<file path="config.mk">
export PLATFORM = sky130hd
export DESIGN_NAME = uart_8n_transceiver_top_flat
export DESIGN_NICKNAME = d
export VERILOG_FILES = /design/src/uart8n_pkg.sv /design/src/uart8n_if.sv /design/src/uart8n_cfg.sv /design/src/uart8n_tx.sv /design/src/uart8n_rx.sv /design/src/uart_8n_transceiver_top.sv /design/src/flat_wrapper.sv
export VERILOG_INCLUDE_DIRS = /design/src /design/src/src
export SDC_FILE = /design/constraint.sdc
export NUM_CORES = 1
export LEC_CHECK = 0
export BUFFER_PORTS_ARGS = -buffer_cell sky130_fd_sc_hd__buf_2
export CORE_MARGIN = 2
export CORE_UTILIZATION = 53
export DETAILED_ROUTE_END_ITERATION = 10
export HOLD_SLACK_MARGIN = 0.15
export PLACE_DENSITY_LB_ADDON = 0.3
export RECOVER_POWER = 25
export SLEW_MARGIN = 20
export SYNTH_ARGS = -nofsm -noshare
export SYNTH_HDL_FRONTEND = slang
export SYNTH_SLANG_ARGS = --single-unit
</file>
<file path="constraint.sdc">
create_clock -name clk -period 4.3 [get_ports clk]
set_input_delay 0.215 -clock clk [delete_from_list [all_inputs] [get_ports clk]]
set_output_delay 0.215 -clock clk [all_outputs]
set_load 0.02 [all_outputs]
</file>
<file path="src/uart_8n_transceiver_top_assert.svh">
// Assertion macros for the UART transceiver.
// Each macro takes a label, the clock, the reset and the checked expressions.
`ifndef UART_8N_TRANSCEIVER_TOP_ASSERT_SVH
`define UART_8N_TRANSCEIVER_TOP_ASSERT_SVH

// The consequent must hold in the same cycle as the antecedent.
`define U8_ASSERT_SAME(label, clk, rst, ante, cons) \
  label: assert property (@(posedge clk) disable iff (rst) (ante) |-> (cons)) \
    else $error("uart8n: same-cycle check failed");

// The consequent must hold in the cycle after the antecedent.
`define U8_ASSERT_NEXT(label, clk, rst, ante, cons) \
  label: assert property (@(posedge clk) disable iff (rst) (ante) |=> (cons)) \
    else $error("uart8n: next-cycle check failed");

`endif

</file>
<file path="src/uart8n_pkg.sv">
// ----------------------------------------------------------------------------
// uart8n_pkg
// Shared constants and helpers for the 8N1/8N2 UART transceiver.
// ----------------------------------------------------------------------------
`default_nettype none

package uart8n_pkg;

  // Default timer width on the top level.
  localparam int TIMER_BITS_DEF = 16;

  // Width of the bit_ticks register.
  localparam int BIT_TICKS_W = 16;

  // Bits per frame payload.
  localparam int PAYLOAD_BITS = 8;

  // Shortest usable bit period in ticks.
  localparam int MIN_PERIOD = 2;

  // Configuration bus.
  localparam int APB_ADDR_W = 3;
  localparam int APB_DATA_W = 32;

  // Register index codes (byte address bit 2).
  localparam logic CFG_IDX_BIT_TICKS = 1'b0;
  localparam logic CFG_IDX_TWO_STOP  = 1'b1;

  localparam logic [BIT_TICKS_W-1:0] BIT_TICKS_RESET = 16'd104;

  // Effective period width: bit_ticks masked to the timer width.
  function automatic int period_width(input int timer_bits);
    period_width = (timer_bits < BIT_TICKS_W) ? timer_bits : BIT_TICKS_W;
  endfunction

endpackage

`default_nettype wire

</file>
<file path="src/uart8n_if.sv">
// ----------------------------------------------------------------------------
// uart8n_if
// Valid/ready channels for the tick stream and the per-tick result stream.
// ----------------------------------------------------------------------------
`default_nettype none

interface uart8n_in_if;
  logic       valid;
  logic       ready;
  logic       rx_level;
  logic       tx_valid;
  logic [7:0] tx_byte;

  modport source (output valid, output rx_level, output tx_valid, output tx_byte,
                  input ready);
  modport sink   (input valid, input rx_level, input tx_valid, input tx_byte,
                  output ready);
endinterface

interface uart8n_out_if;
  logic       valid;
  logic       ready;
  logic       tx_level;
  logic       tx_ready;
  logic       rx_valid;
  logic [7:0] rx_byte;

  modport source (output valid, output tx_level, output tx_ready, output rx_valid,
                  output rx_byte, input ready);
  modport sink   (input valid, input tx_level, input tx_ready, input rx_valid,
                  input rx_byte, output ready);
endinterface

`default_nettype wire

</file>
<file path="src/uart8n_cfg.sv">
// ----------------------------------------------------------------------------
// uart8n_cfg
// APB register file: bit period and stop bit count, plus the clamped period.
// ----------------------------------------------------------------------------
`default_nettype none

module uart8n_cfg #(
  parameter int TIMER_BITS = uart8n_pkg::TIMER_BITS_DEF
) (
  input  wire logic                                   clk,
  input  wire logic                                   rst,
  input  wire logic                                   psel,
  input  wire logic                                   penable,
  input  wire logic                                   pwrite,
  input  wire logic [uart8n_pkg::APB_ADDR_W-1:0]      paddr,
  input  wire logic [uart8n_pkg::APB_DATA_W-1:0]      pwdata,
  output logic      [uart8n_pkg::APB_DATA_W-1:0]      prdata,
  output logic                                        pready,
  output logic [uart8n_pkg::period_width(TIMER_BITS)-1:0] period,
  output logic                                        two_stop_bits
);
  import uart8n_pkg::*;

  localparam int PerW = period_width(TIMER_BITS);

  logic [BIT_TICKS_W-1:0] bit_ticks;
  logic                   two_stop;
  logic                   wr_en;
  logic                   reg_idx;
  logic [PerW-1:0]        raw_period;

  assign pready  = 1'b1;
  assign wr_en   = psel & penable & pwrite;
  assign reg_idx = paddr[2];

  always_ff @(posedge clk) begin
    if (rst) begin
      bit_ticks <= BIT_TICKS_RESET;
      two_stop  <= 1'b0;
    end else if (wr_en) begin
      case (reg_idx)
        CFG_IDX_BIT_TICKS: bit_ticks <= pwdata[BIT_TICKS_W-1:0];
        CFG_IDX_TWO_STOP:  two_stop  <= pwdata[0];
        default: ;
      endcase
    end
  end

  always_comb begin
    case (reg_idx)
      CFG_IDX_BIT_TICKS: prdata = {{(APB_DATA_W-BIT_TICKS_W){1'b0}}, bit_ticks};
      CFG_IDX_TWO_STOP:  prdata = {{(APB_DATA_W-1){1'b0}}, two_stop};
      default:           prdata = '0;
    endcase
  end

  // Mask to the timer width, then raise tiny periods to the minimum.
  assign raw_period    = bit_ticks[PerW-1:0];
  assign period        = (raw_period < PerW'(MIN_PERIOD)) ? PerW'(MIN_PERIOD) : raw_period;
  assign two_stop_bits = two_stop;

endmodule

`default_nettype wire

</file>
<file path="src/uart8n_tx.sv">
// ----------------------------------------------------------------------------
// uart8n_tx
// Transmit framer: start bit, 8 data bits LSB first, one or two stop bits.
// ----------------------------------------------------------------------------
`default_nettype none

module uart8n_tx #(
  parameter int TIMER_BITS = uart8n_pkg::TIMER_BITS_DEF
) (
  input  wire logic                                         clk,
  input  wire logic                                         rst,
  input  wire logic                                         step,
  input  wire logic                                         tx_valid,
  input  wire logic [7:0]                                   tx_byte,
  input  wire logic [uart8n_pkg::period_width(TIMER_BITS)-1:0] period,
  input  wire logic                                         two_stop_bits,
  output logic                                              tx_level,
  output logic                                              tx_ready
);
  import uart8n_pkg::*;

  localparam int PerW = period_width(TIMER_BITS);
  localparam int TmrW = PerW + 1;
  localparam logic [2:0] LastBit = 3'(PAYLOAD_BITS - 1);

  typedef enum logic [4:0] {
    TX_IDLE  = 5'b00001,
    TX_START = 5'b00010,
    TX_DATA  = 5'b00100,
    TX_STOP1 = 5'b01000,
    TX_STOP2 = 5'b10000
  } tx_state_t;

  tx_state_t        state, state_eff, state_next;
  logic [7:0]       shift, shift_eff;
  logic [2:0]       bit_idx, bit_idx_next;
  logic [TmrW-1:0]  timer, timer_eff, timer_inc, timer_next;
  logic             wrap;

  always_comb begin
    // Take an offered byte while idle; the line drops in the same tick.
    state_eff = state;
    shift_eff = shift;
    timer_eff = timer;
    if (state == TX_IDLE && tx_valid) begin
      state_eff = TX_START;
      shift_eff = tx_byte;
      timer_eff = '0;
    end

    case (state_eff)
      TX_IDLE:  tx_level = 1'b1;
      TX_START: tx_level = 1'b0;
      TX_DATA:  tx_level = shift_eff[bit_idx];
      default:  tx_level = 1'b1;
    endcase

    timer_inc    = timer_eff + 1'b1;
    wrap         = timer_inc >= {1'b0, period};
    state_next   = state_eff;
    bit_idx_next = bit_idx;
    timer_next   = timer_eff;
    if (state_eff != TX_IDLE) begin
      timer_next = wrap ? '0 : timer_inc;
      if (wrap) begin
        case (state_eff)
          TX_START: begin
            state_next   = TX_DATA;
            bit_idx_next = '0;
          end
          TX_DATA: begin
            if (bit_idx == LastBit) begin
              state_next = TX_STOP1;
            end else begin
              bit_idx_next = bit_idx + 1'b1;
            end
          end
          TX_STOP1: state_next = two_stop_bits ? TX_STOP2 : TX_IDLE;
          default:  state_next = TX_IDLE;
        endcase
      end
    end
  end

  assign tx_ready = (state == TX_IDLE);

  always_ff @(posedge clk) begin
    if (rst) begin
      state   <= TX_IDLE;
      bit_idx <= '0;
      timer   <= '0;
    end else if (step) begin
      state   <= state_next;
      bit_idx <= bit_idx_next;
      timer   <= timer_next;
    end
  end

  always_ff @(posedge clk) begin
    if (step) begin
      shift <= shift_eff;
    end
  end

endmodule

`default_nettype wire

</file>
<file path="src/uart8n_rx.sv">
// ----------------------------------------------------------------------------
// uart8n_rx
// Receive deframer: arm on a falling edge, sample mid-bit, emit mid-stop.
// ----------------------------------------------------------------------------
`default_nettype none

module uart8n_rx #(
  parameter int TIMER_BITS = uart8n_pkg::TIMER_BITS_DEF
) (
  input  wire logic                                         clk,
  input  wire logic                                         rst,
  input  wire logic                                         step,
  input  wire logic                                         rx_level,
  input  wire logic [uart8n_pkg::period_width(TIMER_BITS)-1:0] period,
  output logic                                              rx_valid,
  output logic [7:0]                                        rx_byte
);
  import uart8n_pkg::*;

  localparam int PerW = period_width(TIMER_BITS);
  localparam int TmrW = PerW + 1;
  localparam logic [2:0] LastBit = 3'(PAYLOAD_BITS - 1);

  typedef enum logic [2:0] {
    RX_ARMED = 3'b001,
    RX_DATA  = 3'b010,
    RX_STOP  = 3'b100
  } rx_state_t;

  rx_state_t        state, state_next;
  logic [7:0]       shift, shift_next;
  logic [2:0]       bit_idx, bit_idx_next;
  logic [TmrW-1:0]  timer, timer_dec, timer_next;
  logic             rx_prev;

  always_comb begin
    state_next   = state;
    shift_next   = shift;
    bit_idx_next = bit_idx;
    timer_dec    = timer - 1'b1;
    timer_next   = timer;
    rx_valid     = 1'b0;
    rx_byte      = '0;
    case (state)
      RX_ARMED: begin
        if (rx_prev && !rx_level) begin
          // First sample lands one and a half periods after the edge.
          state_next   = RX_DATA;
          bit_idx_next = '0;
          shift_next   = '0;
          timer_next   = {1'b0, period} + {2'b00, period[PerW-1:1]};
        end
      end
      RX_DATA: begin
        timer_next = timer_dec;
        if (timer_dec == '0) begin
          shift_next[bit_idx] = rx_level;
          timer_next          = {1'b0, period};
          if (bit_idx == LastBit) begin
            state_next = RX_STOP;
          end else begin
            bit_idx_next = bit_idx + 1'b1;
          end
        end
      end
      RX_STOP: begin
        timer_next = timer_dec;
        if (timer_dec == '0) begin
          rx_valid   = 1'b1;
          rx_byte    = shift;
          state_next = RX_ARMED;
        end
      end
      default: state_next = RX_ARMED;
    endcase
  end

  always_ff @(posedge clk) begin
    if (rst) begin
      state   <= RX_ARMED;
      bit_idx <= '0;
      timer   <= '0;
      rx_prev <= 1'b1;
    end else if (step) begin
      state   <= state_next;
      bit_idx <= bit_idx_next;
      timer   <= timer_next;
      rx_prev <= rx_level;
    end
  end

  always_ff @(posedge clk) begin
    if (step) begin
      shift <= shift_next;
    end
  end

endmodule

`default_nettype wire

</file>
<file path="src/uart_8n_transceiver_top.sv">
// ----------------------------------------------------------------------------
// uart_8n_transceiver_top
// 8-data-bit, no-parity UART transmitter and receiver, one line tick per transfer.
// Result: an accepted tick's result is held in the output register in the next cycle.
// Throughput: one tick per cycle; the output register lets a new tick in while the
//   previous result is taken, so the rate is set only by the downstream ready.
// Reset (rst, synchronous): both framers idle, receiver armed, line history high,
//   bit_ticks 104, one stop bit, output register empty.
// ----------------------------------------------------------------------------
`default_nettype none

`include "uart_8n_transceiver_top_assert.svh"

module uart_8n_transceiver_top #(
  parameter int TIMER_BITS = uart8n_pkg::TIMER_BITS_DEF
) (
  input  wire logic                              clk,
  input  wire logic                              rst,
  uart8n_in_if.sink                              in_ch,
  uart8n_out_if.source                           out_ch,
  input  wire logic                              psel,
  input  wire logic                              penable,
  input  wire logic                              pwrite,
  input  wire logic [uart8n_pkg::APB_ADDR_W-1:0] paddr,
  input  wire logic [uart8n_pkg::APB_DATA_W-1:0] pwdata,
  output logic      [uart8n_pkg::APB_DATA_W-1:0] prdata,
  output logic                                   pready
);
  import uart8n_pkg::*;

  localparam int PerW = period_width(TIMER_BITS);

  logic [PerW-1:0] period;
  logic            two_stop_bits;

  // Handshake: a tick is taken whenever the result register is free or
  // is being emptied in the same cycle.
  logic in_ready;
  logic accept;

  // Per-tick results from the two framers.
  logic       tx_level_c;
  logic       tx_ready_c;
  logic       rx_valid_c;
  logic [7:0] rx_byte_c;

  // Result register.
  logic       out_valid;
  logic       res_tx_level;
  logic       res_tx_ready;
  logic       res_rx_valid;
  logic [7:0] res_rx_byte;

  assign in_ready    = !out_valid || out_ch.ready;
  assign accept      = in_ch.valid && in_ready;
  assign in_ch.ready = in_ready;

  // Registers and clamped bit period.
  uart8n_cfg #(.TIMER_BITS(TIMER_BITS)) u_cfg (
    .clk           (clk),
    .rst           (rst),
    .psel          (psel),
    .penable       (penable),
    .pwrite        (pwrite),
    .paddr         (paddr),
    .pwdata        (pwdata),
    .prdata        (prdata),
    .pready        (pready),
    .period        (period),
    .two_stop_bits (two_stop_bits)
  );

  // Transmit side: advance only on an accepted tick.
  uart8n_tx #(.TIMER_BITS(TIMER_BITS)) u_tx (
    .clk           (clk),
    .rst           (rst),
    .step          (accept),
    .tx_valid      (in_ch.tx_valid),
    .tx_byte       (in_ch.tx_byte),
    .period        (period),
    .two_stop_bits (two_stop_bits),
    .tx_level      (tx_level_c),
    .tx_ready      (tx_ready_c)
  );

  // Receive side: advance only on an accepted tick.
  uart8n_rx #(.TIMER_BITS(TIMER_BITS)) u_rx (
    .clk      (clk),
    .rst      (rst),
    .step     (accept),
    .rx_level (in_ch.rx_level),
    .period   (period),
    .rx_valid (rx_valid_c),
    .rx_byte  (rx_byte_c)
  );

  // Fill on accept, drop once the downstream side takes the transfer.
  always_ff @(posedge clk) begin
    if (rst) begin
      out_valid <= 1'b0;
    end else if (accept) begin
      out_valid <= 1'b1;
    end else if (out_ch.ready) begin
      out_valid <= 1'b0;
    end
  end

  // Hold the payload until the next accepted tick.
  always_ff @(posedge clk) begin
    if (accept) begin
      res_tx_level <= tx_level_c;
      res_tx_ready <= tx_ready_c;
      res_rx_valid <= rx_valid_c;
      res_rx_byte  <= rx_byte_c;
    end
  end

  assign out_ch.valid    = out_valid;
  assign out_ch.tx_level = res_tx_level;
  assign out_ch.tx_ready = res_tx_ready;
  assign out_ch.rx_valid = res_rx_valid;
  assign out_ch.rx_byte  = res_rx_byte;

  // Every accepted tick leaves a result behind it.
  `U8_ASSERT_NEXT(a_accept_fills, clk, rst, accept, out_valid)
  // An empty result register never blocks the tick stream.
  `U8_ASSERT_SAME(a_empty_takes, clk, rst, !out_valid, in_ready)
  // A shown result without a received byte carries a zero byte.
  `U8_ASSERT_SAME(a_byte_zero, clk, rst, out_valid && !res_rx_valid, res_rx_byte == 8'h00)

endmodule

`default_nettype wire
</file>
<file path="src/flat_wrapper.sv">
// flat-port wrapper written by rule: the top's interface ports become plain ports
module uart_8n_transceiver_top_flat import uart8n_pkg::*;
#(
  parameter int TIMER_BITS = uart8n_pkg::TIMER_BITS_DEF
)
  (clk, rst, psel, penable, pwrite, paddr, pwdata, prdata, pready, in_ch_valid, in_ch_rx_level, in_ch_tx_valid, in_ch_tx_byte, in_ch_ready, out_ch_valid, out_ch_tx_level, out_ch_tx_ready, out_ch_rx_valid, out_ch_rx_byte, out_ch_ready);
  uart8n_in_if in_ch_i ();
  uart8n_out_if out_ch_i ();
  input  wire logic clk;
  input  wire logic rst;
  input  wire logic psel;
  input  wire logic penable;
  input  wire logic pwrite;
  input  wire logic [uart8n_pkg::APB_ADDR_W-1:0] paddr;
  input  wire logic [uart8n_pkg::APB_DATA_W-1:0] pwdata;
  output logic      [uart8n_pkg::APB_DATA_W-1:0] prdata;
  output logic pready;
  input wire logic [$bits(in_ch_i.valid)-1:0] in_ch_valid;
  input wire logic [$bits(in_ch_i.rx_level)-1:0] in_ch_rx_level;
  input wire logic [$bits(in_ch_i.tx_valid)-1:0] in_ch_tx_valid;
  input wire logic [$bits(in_ch_i.tx_byte)-1:0] in_ch_tx_byte;
  output wire logic [$bits(in_ch_i.ready)-1:0] in_ch_ready;
  output wire logic [$bits(out_ch_i.valid)-1:0] out_ch_valid;
  output wire logic [$bits(out_ch_i.tx_level)-1:0] out_ch_tx_level;
  output wire logic [$bits(out_ch_i.tx_ready)-1:0] out_ch_tx_ready;
  output wire logic [$bits(out_ch_i.rx_valid)-1:0] out_ch_rx_valid;
  output wire logic [$bits(out_ch_i.rx_byte)-1:0] out_ch_rx_byte;
  input wire logic [$bits(out_ch_i.ready)-1:0] out_ch_ready;
  assign in_ch_i.valid = in_ch_valid;
  assign in_ch_i.rx_level = in_ch_rx_level;
  assign in_ch_i.tx_valid = in_ch_tx_valid;
  assign in_ch_i.tx_byte = in_ch_tx_byte;
  assign in_ch_ready = in_ch_i.ready;
  assign out_ch_valid = out_ch_i.valid;
  assign out_ch_tx_level = out_ch_i.tx_level;
  assign out_ch_tx_ready = out_ch_i.tx_ready;
  assign out_ch_rx_valid = out_ch_i.rx_valid;
  assign out_ch_rx_byte = out_ch_i.rx_byte;
  assign out_ch_i.ready = out_ch_ready;
  uart_8n_transceiver_top #(.TIMER_BITS(TIMER_BITS)) u_core (.clk(clk), .rst(rst), .in_ch(in_ch_i), .out_ch(out_ch_i), .psel(psel), .penable(penable), .pwrite(pwrite), .paddr(paddr), .pwdata(pwdata), .prdata(prdata), .pready(pready));
endmodule
</file>
==> flow_summary.html <==
<table>
<tr><th>Metric</th><th>Value</th></tr>
<tr><th colspan="2">Pwr</th></tr>
<tr><td>Net switching power</td><td>691.5 uW</td></tr>
<tr><td>Leakage power figure</td><td>0.002963 uW</td></tr>
<tr><td>Internal power component</td><td>1509 uW</td></tr>
<tr><td>Clock share of power</td><td>34.9%</td></tr>
<tr><td>Combinational fraction of design power</td><td>19.7%</td></tr>
<tr><td>Power Density</td><td>296.2 nW/um2</td></tr>
<tr><td>Switching power share of the total</td><td>31.42%</td></tr>
<tr><td>IR Drop Worst-Case VDD</td><td>266.1 uV</td></tr>
<tr><td>Sequential group share of total power</td><td>45.4%</td></tr>
<tr><th colspan="2">Floorplan</th></tr>
<tr><td>Width of the die</td><td>115.7 um</td></tr>
<tr><td>Top-level I/O count</td><td>98</td></tr>
<tr><td>DIE AREA</td><td>13390 um2</td></tr>
<tr><td>Die Y-Extent</td><td>115.7 um</td></tr>
<tr><td>Placement Rows</td><td>40</td></tr>
<tr><td>Area of the core</td><td>12110 um2</td></tr>
<tr><td>Initial core utilization</td><td>54.62%</td></tr>
<tr><th colspan="2">Cells and area</th></tr>
<tr><td>Fraction of final layout cells sized beyond drive strength 1</td><td>14.12%</td></tr>
<tr><td>Most frequent cells in the layout</td><td>sky130_fd_sc_hd__nand2_1 (113), sky130_fd_sc_hd__nor2_1 (88), sky130_fd_sc_hd__dfxtp_1 (65), sky130_fd_sc_hd__a21oi_1 (60), sky130_fd_sc_hd__buf_2 (46)</td></tr>
<tr><td>Nets</td><td>967</td></tr>
<tr><td>Diodes inserted</td><td>0</td></tr>
<tr><td>Final instance area</td><td>7428 um2</td></tr>
<tr><td>Relative area change from synthesis to final layout</td><td>12.29%</td></tr>
<tr><td>Most frequent standard cell in the layout excluding fill and tap cells</td><td>sky130_fd_sc_hd__nand2_1</td></tr>
<tr><th colspan="2">Routing</th></tr>
<tr><td>Average wire per cell in the routed design</td><td>16.38 um</td></tr>
<tr><td>Overall routed net length</td><td>17.13 mm</td></tr>
<tr><td>Iteration count of the initial detailed-routing pass</td><td>5</td></tr>
<tr><td># DRC</td><td>0</td></tr>
<tr><td>Routed Antenna Nets</td><td>0</td></tr>
<tr><td>Number of vias per cell after detailed routing</td><td>5.870</td></tr>
<tr><td>DR iter-0 viols</td><td>445</td></tr>
<tr><td>Total via count after detailed routing</td><td>6140</td></tr>
<tr><th colspan="2">Place</th></tr>
<tr><td>Last weighted congestion value of the routability-driven placer</td><td>0.9280</td></tr>
<tr><td>Placed cell area</td><td>6923 um2</td></tr>
<tr><td>Port buffer count</td><td>62</td></tr>
<tr><td>Post-Place Setup Slack</td><td>51.96 ps</td></tr>
<tr><td>Detailed Place HPWL</td><td>12.10 mm</td></tr>
<tr><th colspan="2">Clock tree</th></tr>
<tr><td>Max clock buf depth</td><td>2</td></tr>
<tr><td>H-tree levels</td><td>3</td></tr>
<tr><td>Clock latency on the worst-skew pair</td><td>360 ps</td></tr>
<tr><td>Root buffer cell</td><td>sky130_fd_sc_hd__clkbuf_16</td></tr>
<tr><td>Number of clock sinks</td><td>94</td></tr>
<tr><td>CTS clk-pin slew, worst paths</td><td>70 ps</td></tr>
<tr><td>Clock buffers created by TritonCTS</td><td>9</td></tr>
<tr><td>CTS tree</td><td>yes</td></tr>
<tr><th colspan="2">STA</th></tr>
<tr><td>Pin slew with the least headroom to its limit</td><td>1171 ps</td></tr>
<tr><td>Setup violations, final</td><td>0</td></tr>
<tr><td>Time the final worst path needs with I/O delays and setup</td><td>4033 ps</td></tr>
<tr><td>Highest attainable clock frequency</td><td>247.9 MHz</td></tr>
<tr><td>Post-route worst setup slack</td><td>266.6 ps</td></tr>
<tr><td>Max_slew headroom</td><td>21.65%</td></tr>
<tr><td>Final hold viol count</td><td>0</td></tr>
<tr><td>Final period utilization</td><td>93.80%</td></tr>
<tr><td>Final slew viol count</td><td>0</td></tr>
<tr><td>Sum of negative setup slack</td><td>0 ps</td></tr>
<tr><td>Worst Skew</td><td>5.984 ps</td></tr>
<tr><th colspan="2">GRT</th></tr>
<tr><td>Remaining global-route overflow</td><td>0</td></tr>
<tr><td>Global-route wire length before repair</td><td>27.95 mm</td></tr>
<tr><td>Global routing usage summed across all routing layers</td><td>26.20%</td></tr>
<tr><td>Antenna violations before repair</td><td>0</td></tr>
<tr><td>Pin count of the biggest net entering global routing</td><td>71</td></tr>
<tr><td>Vias in the first global route</td><td>5823</td></tr>
<tr><th colspan="2">Yosys</th></tr>
<tr><td>Cell Area, Synth</td><td>6615 um2</td></tr>
<tr><td>Sequential element share of the synthesized area</td><td>32.53%</td></tr>
<tr><td>Mean post-synth cell area</td><td>8.048 um2</td></tr>
<tr><td>#FFs+latches synth</td><td>94</td></tr>
<tr><td>Most instantiated flip-flop cell in the synthesis netlist</td><td>sky130_fd_sc_hd__dfxtp_1</td></tr>
<tr><td>Post-synth cell types</td><td>78</td></tr>
<tr><td>Count of flip-flops with a built-in enable after synthesis</td><td>27</td></tr>
<tr><td>Cells after Synth</td><td>822</td></tr>
<tr><td>Warnings from Yosys</td><td>0</td></tr>
<tr><td>Proportion of synthesized flip-flops having asynchronous set or reset</td><td>0%</td></tr>
<tr><th colspan="2">Flow run</th></tr>
<tr><td>Count of max-cap constraint violations</td><td>0</td></tr>
<tr><th colspan="2">Setup path</th></tr>
<tr><td>Critical Path Source Type</td><td>register</td></tr>
<tr><td>Worst-path fanout max</td><td>5</td></tr>
<tr><td>CP required</td><td>4510 ps</td></tr>
<tr><td>Type of the worst setup path</td><td>reg -&gt; reg</td></tr>
<tr><td>Worst setup EP type</td><td>register</td></tr>
<tr><td>Data arrival at the endpoint of the critical path</td><td>4240 ps</td></tr>
<tr><th colspan="2">Run status</th></tr>
<tr><td>Result of the run</td><td>completed</td></tr>
<tr><th colspan="2">Min path</th></tr>
<tr><td>Worst min path class</td><td>in -&gt; reg</td></tr>
</table>
[per-stage QoR]
step	power, uW	cells	hold slack, ps	utilization [%]
after floorplan	1331	837	332.8	-
after global placement	1414	1008	415.3	57.16
final	2201	1046	152.3	61.33
after detailed placement	1428	1008	424.5	57.16
after CTS	2202	1046	151.4	61.24
after global routing	2294	1046	165.0	61.33
[critical path, cell delays in order (launching register included)]
cell and delay, ps:
sky130_fd_sc_hd__dfxtp_1 370, sky130_fd_sc_hd__nor2_1 100, sky130_fd_sc_hd__nand4_1 150, sky130_fd_sc_hd__and2_4 190, sky130_fd_sc_hd__ha_1 200, sky130_fd_sc_hd__nand3_2 120
sky130_fd_sc_hd__or3_4 420, sky130_fd_sc_hd__nor2_4 150, sky130_fd_sc_hd__nand4_1 130, sky130_fd_sc_hd__xor2_1 180, sky130_fd_sc_hd__nor2_2 80, sky130_fd_sc_hd__ha_1 330
sky130_fd_sc_hd__nand4_1 160, sky130_fd_sc_hd__a21oi_1 180, sky130_fd_sc_hd__o21ai_1 110, sky130_fd_sc_hd__a21oi_2 180, sky130_fd_sc_hd__nor4_4 80, sky130_fd_sc_hd__buf_4 170
sky130_fd_sc_hd__or3_1 440, sky130_fd_sc_hd__nand2_1 100, sky130_fd_sc_hd__a21oi_1 60
[power groups by stage]
stage / Combinational (uW) / Sequential [uW] / Clock [uW]
final: 434 / 998 / 768
after global routing: 481 / 1000 / 809
after CTS: 428 / 997 / 777
after detailed placement: 411 / 1020 / 0
after global placement: 400 / 1010 / 0
after floorplan: 324 / 1010 / 0
[state kept, by name (all words and copies together) (netlist names), 5 cells and up]
| name | count |
|---|---|
| u_core.out_ch.rx_byte | 8 |
| u_core.u_cfg.bit_ticks | 16 |
| u_core.u_rx.shift | 8 |
| u_core.u_rx.timer | 17 |
| u_core.u_tx.shift | 8 |
| u_core.u_tx.state | 5 |
| u_core.u_tx.timer | 17 |
[worst paths after layout]
path / start / depth (start not counted) / to / slack [ps]
max: u_core.u_tx.state[1]$_SDFFE_PP0P_ / 20 / u_core.u_tx.bit_idx[2]$_SDFFE_PP0P_ / 270
min: in_ch_tx_byte[1] / 3 / u_core.u_tx.shift[1]$_DFFE_PP_ / 150
max reg2reg: u_core.u_tx.state[1]$_SDFFE_PP0P_ / 20 / u_core.u_tx.bit_idx[2]$_SDFFE_PP0P_ / 270
min reg2reg: u_core.u_tx.timer[16]$_SDFFE_PP0P_ / 1 / u_core.u_tx.timer[16]$_SDFFE_PP0P_ / 470
[logic make-up after synthesis]
kind of cell | synth area share (%)
mux | 2.686
fa+ha+maj | 8.057
flops | 32.53
buf+inv | 7.187
compound gates | 16.98
other cells | 0.1135
simple gates | 28.60
xor+xnor | 3.840
[routing by layer]
metal | global-route usage (%) | vias to the layer above | part of all wire [%]
met3 | 5.335 | 39 | 6.0
met1 | 34.97 | 2900 | 45
met5 | 0 | - | 0
li1 | - | 2982 | -
met2 | 42.38 | 219 | 47
met4 | 9.286 | 0 | 2.1
[cell type report]
type                       instances  area, um2
clock buffer                      10      229.0
clock inverter                     6      45.04
fill                            1096       4683
inverter                          30      112.6
multi-input combinational        643       4084
sequential                        94       2155
tap                              168      210.2
timing repair buffer              95      593.1
[synthesized netlist by cell type (all sizes together) (4+ instances only)]
library cell,instances,area [um2]
nand2,113,424.2
nor2,95,361.6
a21oi,72,401.6
dfxtp,67,1341
ha,41,513.0
clkbuf,39,146.4
nand3,36,230.2
buf,31,216.5
inv,30,112.6
edfxtp,27,810.8
o21ai,26,130.1
nor3,25,135.1
xor2,18,157.7
a211oi,17,132.6
nand2b,15,93.84
and3,12,75.07
nor4,12,102.6
mux2i,11,110.1
nand4,11,68.82
or3,11,73.82
xnor2,11,96.34
o31ai,7,52.55
a211o,6,52.55
or2,6,37.54
a21o,5,37.54
a221oi,5,43.79
and2,5,31.28
nor4b,5,71.32
a22o,4,35.03
nand3b,4,30.03
nor3b,4,30.03
o22ai,4,25.02
[repair_timing]
action / 4_1_cts / 5_1_grt
setup endpoints to repair: 0 / 27
hold buffers: 22 / 0
setup buffers: 0 / 0
hold endpoints to repair: 23 / 0
gates resized for setup: 0 / 13
No activity file was read; power rests on OpenSTA's default activity.
